[src/hdl/qdrp_pkg.sv]
package qdrp_pkg;

    localparam logic [25:0] RATE_MIN = 26'd500000;
    localparam logic [25:0] RATE_MAX = 26'd34800000;
    localparam logic [25:0] XTAL_D16 = 26'd4350000;
    localparam logic [25:0] XTAL_D32 = 26'd2175000;
    localparam logic [25:0] XTAL_D64 = 26'd1087500;
    localparam logic [25:0] SF_T0 = 26'd5658536;
    localparam logic [25:0] SF_T1 = 26'd2829268;
    localparam logic [25:0] SF_T2 = 26'd1414634;
    localparam logic [25:0] SF_T3 = 26'd707317;
    localparam logic [23:0] FIN_HZ = 24'd4350000;
    localparam logic [30:0] FIN_HALF = 31'd2175000;
    // ceil(2^54 / FIN_HZ): exact quotient for any dividend below 2^31
    localparam logic [31:0] RATIO_RECIP = 32'd4141241037;
    localparam logic [35:0] XTAL_X16 = 36'd1113600000;
    localparam logic [7:0] REG3_BASE = 8'h0A;
    localparam logic [7:0] REG14_BASE = 8'h63;
    localparam logic [7:0] REG0_BASE = 8'h49;
    localparam logic [7:0] PWM_RESET = 8'd72;
    localparam logic [2:0] QAM_MAX = 3'd4;

    // One classified request as handed from front to back
    typedef struct packed {
        logic        qam_bad;
        logic        inv_bad;
        logic [2:0]  qam;
        logic        inv;
        logic [1:0]  ndec;
        logic        sfil;
        logic [28:0] srate;
    } qdrp_req_t;

    typedef enum logic [1:0] {
        ST_IDLE,
        ST_CALC,
        ST_EMIT
    } qdrp_state_t;

    // QAM table: rows per order, columns for registers 0x01, 0x05, 0x08, 0x09
    function automatic logic [7:0] qam_tab(input logic [2:0] q, input logic [1:0] c);
        logic [7:0] v;
        v = 8'd0;
        case (q)
            3'd0: case (c) 2'd0: v = 8'd145; 2'd1: v = 8'd164; 2'd2: v = 8'd162;
                  default: v = 8'd145; endcase
            3'd1: case (c) 2'd0: v = 8'd150; 2'd1: v = 8'd120; 2'd2: v = 8'd116;
                  default: v = 8'd150; endcase
            3'd2: case (c) 2'd0: v = 8'd106; 2'd1: v = 8'd70; 2'd2: v = 8'd67;
                  default: v = 8'd106; endcase
            3'd3: case (c) 2'd0: v = 8'd126; 2'd1: v = 8'd54; 2'd2: v = 8'd52;
                  default: v = 8'd126; endcase
            default: case (c) 2'd0: v = 8'd107; 2'd1: v = 8'd38; 2'd2: v = 8'd35;
                  default: v = 8'd107; endcase
        endcase
        return v;
    endfunction

endpackage

[src/hdl/qdrp_front.sv]
module qdrp_front (
    input  logic                   clk,
    input  logic                   rst_n,
    input  logic                   in_valid,
    output logic                   in_stall,
    input  logic [25:0]            symbol_rate,
    input  logic [2:0]             qam_order,
    input  logic [1:0]             inversion_mode,
    output logic                   req_valid,
    input  logic                   req_stall,
    output qdrp_pkg::qdrp_req_t    req
);

    qdrp_pkg::qdrp_req_t q_reg [2];
    logic       wr_ptr_reg, rd_ptr_reg;
    logic [1:0] cnt_reg;
    logic [25:0] rate;
    logic [1:0]  ndec;
    logic        sfil;
    qdrp_pkg::qdrp_req_t cls;
    logic push, pop;

    // Clamp and classify the rate
    always_comb
    begin
        rate = symbol_rate;
        if (rate > qdrp_pkg::RATE_MAX) rate = qdrp_pkg::RATE_MAX;
        if (rate < qdrp_pkg::RATE_MIN) rate = qdrp_pkg::RATE_MIN;
        ndec = 2'd0;
        if (rate < qdrp_pkg::XTAL_D16) ndec = 2'd1;
        if (rate < qdrp_pkg::XTAL_D32) ndec = 2'd2;
        if (rate < qdrp_pkg::XTAL_D64) ndec = 2'd3;
        sfil = 1'b0;
        if (rate < qdrp_pkg::SF_T0) sfil = 1'b1;
        if (rate < qdrp_pkg::XTAL_D16) sfil = 1'b0;
        if (rate < qdrp_pkg::SF_T1) sfil = 1'b1;
        if (rate < qdrp_pkg::XTAL_D32) sfil = 1'b0;
        if (rate < qdrp_pkg::SF_T2) sfil = 1'b1;
        if (rate < qdrp_pkg::XTAL_D64) sfil = 1'b0;
        if (rate < qdrp_pkg::SF_T3) sfil = 1'b1;
        cls.qam_bad = qam_order > qdrp_pkg::QAM_MAX;
        cls.inv_bad = inversion_mode[1];
        cls.qam = qam_order;
        cls.inv = inversion_mode[0];
        cls.ndec = ndec;
        cls.sfil = sfil;
        cls.srate = {3'd0, rate} << ndec;
    end

    // Two-entry queue between front and back
    assign in_stall  = cnt_reg == 2'd2;
    assign push      = in_valid && !in_stall;
    assign req_valid = cnt_reg != 2'd0;
    assign pop       = req_valid && !req_stall;
    assign req       = q_reg[rd_ptr_reg];

    always_ff @(posedge clk)
    begin
        if (push) q_reg[wr_ptr_reg] <= cls;
    end

    always_ff @(posedge clk or negedge rst_n)
    begin
        if (!rst_n)
        begin
            wr_ptr_reg <= 1'b0;
            rd_ptr_reg <= 1'b0;
            cnt_reg <= 2'd0;
        end
        else
        begin
            if (push) wr_ptr_reg <= !wr_ptr_reg;
            if (pop) rd_ptr_reg <= !rd_ptr_reg;
            cnt_reg <= cnt_reg + {1'b0, push} - {1'b0, pop};
        end
    end

endmodule

[src/hdl/qdrp_back.sv]
module qdrp_back (
    input  logic                   clk,
    input  logic                   rst_n,
    input  logic [7:0]             pwm,
    input  logic                   req_valid,
    output logic                   req_stall,
    input  qdrp_pkg::qdrp_req_t    req,
    output logic                   out_valid,
    input  logic                   out_stall,
    output logic [5:0]             reg_addr,
    output logic [7:0]             reg_data,
    output logic                   error_flag,
    output logic                   last_result
);

    qdrp_pkg::qdrp_state_t state_reg, state_next;
    qdrp_pkg::qdrp_req_t r_reg;
    logic [5:0]  step_reg, step_next;
    logic [30:0] rx_reg;       // partial dividend of the current ratio byte
    logic [62:0] prod_reg;
    logic [8:0]  dig_reg;
    logic [21:0] ratio_reg;
    logic [35:0] bnum_reg;     // dividend for inverse baud
    logic [29:0] brem_reg;
    logic [7:0]  bquo_reg;
    logic        bsat_reg;
    logic [7:0]  pwm_reg;
    logic [4:0]  idx_reg, idx_next;
    logic        load, iter;
    logic [30:0] rx_rem, rx_nx;
    logic [21:0] ratio_nx;
    logic [29:0] brem_sh, brem_nx;
    logic [7:0]  bdri, reg0;
    logic [5:0]  a_n;
    logic [7:0]  d_n;
    logic        e_n, l_n, out_free;

    assign out_free = !out_valid || !out_stall;

    // Baud ratio: three byte digits of s<<4 over FIN_HZ by reciprocal multiply,
    // half a divisor added before the last digit for rounding
    // Inverse baud: XTAL*16 + s/2 divided by s, 8 quotient bits plus saturation
    always_comb
    begin
        rx_rem   = rx_reg - 31'(dig_reg) * 31'(qdrp_pkg::FIN_HZ);
        rx_nx    = {rx_rem[22:0], 8'd0} + ((step_reg == 6'd5) ? qdrp_pkg::FIN_HALF : 31'd0);
        ratio_nx = {ratio_reg[13:0], 8'd0} + {13'd0, dig_reg};
        brem_sh = {brem_reg[28:0], bnum_reg[35]};
        brem_nx = (brem_sh >= {1'b0, r_reg.srate}) ? brem_sh - {1'b0, r_reg.srate} : brem_sh;
        bdri    = bsat_reg ? 8'hFF : bquo_reg;
        reg0    = (qdrp_pkg::REG0_BASE & 8'hE3) | {3'd0, r_reg.qam, 2'd0};
        reg0    = r_reg.inv ? (reg0 | 8'h20) : (reg0 & 8'hDF);
    end

    // Control: load, 36 divide steps, then emit words; a bad QAM order skips the steps
    always_comb
    begin
        state_next = state_reg;
        step_next  = step_reg;
        idx_next   = idx_reg;
        req_stall  = 1'b1;
        load = 1'b0;
        iter = 1'b0;
        unique case (state_reg)
            qdrp_pkg::ST_IDLE:
            begin
                req_stall = 1'b0;
                if (req_valid)
                begin
                    load = 1'b1;
                    idx_next = 5'd0;
                    step_next = 6'd0;
                    state_next = req.qam_bad ? qdrp_pkg::ST_EMIT : qdrp_pkg::ST_CALC;
                end
            end
            qdrp_pkg::ST_CALC:
            begin
                iter = 1'b1;
                step_next = step_reg + 6'd1;
                if (step_reg == 6'd35) state_next = qdrp_pkg::ST_EMIT;
            end
            qdrp_pkg::ST_EMIT:
            begin
                if (out_free)
                begin
                    if (l_n) state_next = qdrp_pkg::ST_IDLE;
                    idx_next = idx_reg + 5'd1;
                end
            end
            default: state_next = qdrp_pkg::ST_IDLE;
        endcase
    end

    // Select the word for the current index
    always_comb
    begin
        a_n = 6'h00; d_n = 8'h00; e_n = 1'b0; l_n = 1'b0;
        if (r_reg.qam_bad)
        begin
            e_n = 1'b1; l_n = 1'b1;
        end
        else
        begin
            case (idx_reg)
                5'd0: begin a_n = 6'h03; d_n = {r_reg.ndec, 6'd0} | qdrp_pkg::REG3_BASE; end
                5'd1: begin a_n = 6'h0A; d_n = ratio_reg[7:0]; end
                5'd2: begin a_n = 6'h0B; d_n = ratio_reg[15:8]; end
                5'd3: begin a_n = 6'h0C; d_n = {2'd0, ratio_reg[21:16]}; end
                5'd4: begin a_n = 6'h0D; d_n = bdri; end
                5'd5: begin a_n = 6'h0E; d_n = {3'd0, r_reg.sfil, 4'd0} | qdrp_pkg::REG14_BASE; end
                5'd6: begin a_n = 6'h34; d_n = pwm_reg; end
                5'd7: begin a_n = 6'h01; d_n = qdrp_pkg::qam_tab(r_reg.qam, 2'd0); end
                5'd8: begin a_n = 6'h05; d_n = qdrp_pkg::qam_tab(r_reg.qam, 2'd1); end
                5'd9: begin a_n = 6'h08; d_n = qdrp_pkg::qam_tab(r_reg.qam, 2'd2); end
                5'd10: begin a_n = 6'h09; d_n = qdrp_pkg::qam_tab(r_reg.qam, 2'd3); end
                5'd11:
                begin
                    if (r_reg.inv_bad)
                    begin
                        e_n = 1'b1; l_n = 1'b1;
                    end
                    else
                    begin
                        a_n = 6'h00; d_n = reg0 & 8'hFE;
                    end
                end
                default: begin a_n = 6'h00; d_n = reg0; l_n = 1'b1; end
            endcase
        end
    end

    // Datapath registers
    always_ff @(posedge clk)
    begin
        if (load)
        begin
            r_reg     <= req;
            pwm_reg   <= pwm;
            rx_reg    <= {req.srate[26:0], 4'd0};
            ratio_reg <= 22'd0;
            bnum_reg  <= qdrp_pkg::XTAL_X16 + {8'd0, req.srate[28:1]};
            brem_reg  <= 30'd0;
            bquo_reg  <= 8'd0;
            bsat_reg  <= 1'b0;
        end
        else if (iter)
        begin
            // Multiply, take the digit, then advance remainder and ratio
            case (step_reg) inside
                6'd0, 6'd3, 6'd6: prod_reg <= 63'(rx_reg) * 63'(qdrp_pkg::RATIO_RECIP);
                6'd1, 6'd4, 6'd7: dig_reg <= prod_reg[62:54];
                6'd2, 6'd5, 6'd8:
                begin
                    rx_reg    <= rx_nx;
                    ratio_reg <= ratio_nx;
                end
                default: ;
            endcase
            bnum_reg <= {bnum_reg[34:0], 1'b0};
            brem_reg <= brem_nx;
            if (step_reg >= 6'd28) bquo_reg <= {bquo_reg[6:0], brem_sh >= {1'b0, r_reg.srate}};
            else if (brem_sh >= {1'b0, r_reg.srate}) bsat_reg <= 1'b1;
        end
        if (state_reg == qdrp_pkg::ST_EMIT && out_free)
        begin
            reg_addr    <= a_n;
            reg_data    <= d_n;
            error_flag  <= e_n;
            last_result <= l_n;
        end
    end

    always_ff @(posedge clk or negedge rst_n)
    begin
        if (!rst_n)
        begin
            state_reg <= qdrp_pkg::ST_IDLE;
            step_reg  <= 6'd0;
            idx_reg   <= 5'd0;
            out_valid <= 1'b0;
        end
        else
        begin
            state_reg <= state_next;
            step_reg  <= step_next;
            idx_reg   <= idx_next;
            if (state_reg == qdrp_pkg::ST_EMIT && out_free) out_valid <= 1'b1;
            else if (!out_stall) out_valid <= 1'b0;
        end
    end

endmodule

[src/hdl/qam_demod_register_programmer.sv]
// The back end takes one request at a time: it loads it, runs the serial division
// (one dividend bit per step over a 36-bit dividend), then emits 13 result words,
// or fewer ending in an error word when a code is bad, before it takes the next.
// The front end queues up to two requests, so input is taken while results drain.
// Reset (rst_n, asynchronous, active low) empties the queue and sets the PWM level register to 72.
module qam_demod_register_programmer (
    input  logic        clk,
    input  logic        rst_n,
    input  logic        cfg_we,
    input  logic [7:0]  cfg_data,
    input  logic        in_valid,
    output logic        in_stall,
    input  logic [25:0] symbol_rate,
    input  logic [2:0]  qam_order,
    input  logic [1:0]  inversion_mode,
    output logic        out_valid,
    input  logic        out_stall,
    output logic [5:0]  reg_addr,
    output logic [7:0]  reg_data,
    output logic        error_flag,
    output logic        last_result
);

    logic [7:0] pwm_reg;
    logic req_valid, req_stall;
    qdrp_pkg::qdrp_req_t req;

    // Hold the PWM level register
    always_ff @(posedge clk or negedge rst_n)
    begin
        if (!rst_n) pwm_reg <= qdrp_pkg::PWM_RESET;
        else if (cfg_we) pwm_reg <= cfg_data;
    end

    qdrp_front u_front (
        .clk, .rst_n, .in_valid, .in_stall, .symbol_rate, .qam_order,
        .inversion_mode, .req_valid, .req_stall, .req
    );

    qdrp_back u_back (
        .clk, .rst_n, .pwm(pwm_reg), .req_valid, .req_stall, .req,
        .out_valid, .out_stall, .reg_addr, .reg_data, .error_flag, .last_result
    );

    // An error word always closes its request
    a_err_last: assert property (@(posedge clk) disable iff (!rst_n)
        out_valid && error_flag |-> last_result)
        else $error("error word without last flag");

    // An error word carries no write
    a_err_zero: assert property (@(posedge clk) disable iff (!rst_n)
        out_valid && error_flag |-> reg_addr == 6'd0 && reg_data == 8'd0)
        else $error("error word carries data");

    // A full queue stalls the input
    a_full: assert property (@(posedge clk) disable iff (!rst_n)
        in_stall |-> req_valid)
        else $error("queue full while empty");

endmodule

[config.mk]
export PLATFORM = sky130hd
export DESIGN_NAME = qam_demod_register_programmer
export DESIGN_NICKNAME = d
export VERILOG_FILES = /design/src/hdl/qdrp_pkg.sv /design/src/hdl/qdrp_front.sv /design/src/hdl/qdrp_back.sv /design/src/hdl/qam_demod_register_programmer.sv
export SDC_FILE = /design/constraint.sdc
export NUM_CORES = 2
export LEC_CHECK = 0
export ABC_AREA = 1
export BUFFER_PORTS_ARGS = -buffer_cell sky130_fd_sc_hd__clkbuf_2
export CAP_MARGIN = 20
export CORE_AREA = 10 10 247 426
export CTS_CLUSTER_SIZE = 25
export DETAILED_ROUTE_END_ITERATION = 16
export DIE_AREA = 0 0 257 436
export PLACE_DENSITY_LB_ADDON = 0.3
export SYNTH_ARGS = -nofsm -noshare
export SYNTH_HDL_FRONTEND = slang
export SYNTH_SLANG_ARGS = --single-unit
[constraint.sdc]
create_clock -name clk -period 14.81 [get_ports clk]
set_input_delay 2.2215 -clock clk [delete_from_list [all_inputs] [get_ports clk]]
set_output_delay 2.2215 -clock clk [all_outputs]
set_load 0.03 [all_outputs]
==> qor.csv <==
metric,value,unit
synth_async_sr_flop_share,0.0852,
synth-edff-count,218,
grt_pass1_vias,28000,
crit_family,adder cells,
ys_top_cells_by_area,"fa_1 (24%), edfxtp_1 (19%), ha_1 (17%)",
cp_num_buf_inv,4,
ant_nets,0,
worstHoldStart,pwm_reg[2],
viasPerCell,4.97,
gp_congestion,0.987,
cts_tree,built,
cp.arrival,7.55,ns
core,0.0978,mm²
hold_buffers,0,
setup_tns,0,ns
synth_seq_cells,305,
largest_reg_flops,76,
cts_setup_buffers,0,
remaining_drc_errors,0,
vias,25500,
io_buffers,61,
finalHoldViolations,0,
core.rowCount,152,
reg2reg_from,u_back.rx_reg[11],
synthDominantCellAreaShare,0.239,
crit_chain,"inv_1, ha_1, fa_1, inv_1, fa_1, fa_1, inv_1, fa_1, inv_1, fa_1, fa_1, ha_1, ha_1, nand2_1, o21a_1, nor3_1, nor2_1, o21ai_0, a31o_2, a31oi_1, o311ai_0, xor2_1",
dp_hpwl,91700,µm
yosys_warnings,0,
first_pass_iters,5,
setup_viol,0,
grt_max_degree,67,
htreeDepth,2,
multi_input_area,0.0221,mm²
nFillCells,10100,
grt_usage,0.192,
synth.most_common_cell,inv_1,
ys_seq_area_frac,0.248,
slew_violations,0,
initial_core_util,0.348,
yosys.cell_types.count,63,
cpMostUsedCell,fa_1,
synthCells,3728,
clock_skew,0.0478,ns
critPathCaptureType,register,
cp-start-kind,register,
rsz0062_at_grt,false,
fin_nets,4704,
clk_path_buf_depth,3,
relSlewSlack,0.260,
period_minus_slack,7.23,ns
hold_path_class,reg -> reg,
fp.dieH,436,µm
cts.sinks,305,
fin_crit_sh,0.488,
synthTopCellsByCount,"inv_1 (866), nand2_1 (504), ha_1 (455)",
wl,107000,µm
worst_pin_slew,1.10,ns
syn_area,0.0340,mm²
grt_overflow_total,0,
drt_iter0_drc,1293,
final_layout_size_suffix_gt1_frac,0.0546,
avgRoutedWirePerCell,20.9,µm
cpPeakStageDelay,0.79,ns
ff_latch_area,0.00842,mm²
grt_pass1_wl,163000,µm
antennaDiodeCount,0,
yosys.area.top_type,fa_1,
dieWidth,257,µm
crit_path_top_delay_cell,edfxtp_1,
crit_fanout,10,
drv_cap,0,
clock_latency,0.60,ns
post-route-util,0.380,
required,15.14,ns
synth_ff_type,edfxtp_1,
avgSynthCellArea,9.12,µm²
cts.repair.resized,0,
path_class,reg -> reg,
numCtsBuffers,35,
antenna_found_initial,0,
dieArea,0.112,mm²
status,completed,
crit_start,u_back.rx_reg[11],
path_clk_slew,0.07,ns
max_freq,138,MHz
pin_count,62,
clockRootBuffer,clkbuf_16,
area_growth,9.37,%
whs,0.449,ns
layer usage:
layer  track usage  share of wire
met5             0              0
met4         0.154          0.093
met3        0.0191          0.028
met2         0.370           0.55
met1         0.179           0.33
metrics by stage:
| step | setup slack, ns | instance area, µm² | cells |
|---|---|---|---|
| floorplan | 8.48 | 34000 | 3733 |
| global placement | 7.27 | 35900 | 5068 |
| detailed placement | 7.22 | 35900 | 5069 |
| CTS | 7.57 | 37200 | 5133 |
| global route | 7.15 | 37200 | 5135 |
| finish | 7.58 | 37200 | 5135 |
worst paths after layout:
check	endpoint	cells after the start	slack [ns]
worst min register to register	u_back.pwm_reg[2]	0	0.45
min in group asynchronous	pwm_reg[0]	1	1.68
max in group asynchronous	u_back.step_reg[3]	1	12.61
worst max register to register	u_back.prod_reg[59]	22	7.58
worst max-delay path	u_back.prod_reg[59]	22	7.58
worst min-delay path	u_back.pwm_reg[2]	0	0.45
final cells by class:
| class | count | area share |
|---|---|---|
| repair buffers | 85 | 0.0134 |
| clock buffers | 43 | 0.0249 |
| inverters | 872 | 0.0881 |
| well taps | 1309 | 0.0441 |
| clock inverters | 21 | 0.00899 |
| flip-flops and latches | 305 | 0.227 |
| multi-input cells | 2500 | 0.594 |
cells in the final DEF (no fill, tap or decap), types with 8 or more instances in the layout:
cell       instances
nor2_1           215
nor4_1            15
a21o_1            20
a31oi_1           27
nand2_1          502
nor3_1            45
fa_1             406
clkbuf_2          61
o22ai_1           22
o211ai_1          10
dfrtp_1           24
mux2_2             8
xnor2_1           34
o21a_1            13
inv_1            864
ha_1             455
o21bai_1           8
or2_2             30
o21ai_0          188
edfxtp_1         218
a221oi_1           8
clkbuf_16         35
nand3_1          153
nand4_1           29
buf_4             21
a21oi_1          170
dfxtp_1           61
o31ai_1           17
xor2_1            54
logic make-up after synthesis:
kind of cell / Yosys count / synth area share
XOR/XNOR: 89 / 0.0233
other: 1 / 0.000110
flip-flops: 305 / 0.248
adder cells (fa/ha/maj): 861 / 0.407
AO/OA/AOI/OAI: 522 / 0.0883
AND/OR/NAND/NOR: 1014 / 0.127
buffers and inverters: 928 / 0.104
multiplexers: 8 / 0.00265
Power is not shown: default switching activity piles up to over one toggle a cycle in this logic, so the estimate is an artifact.
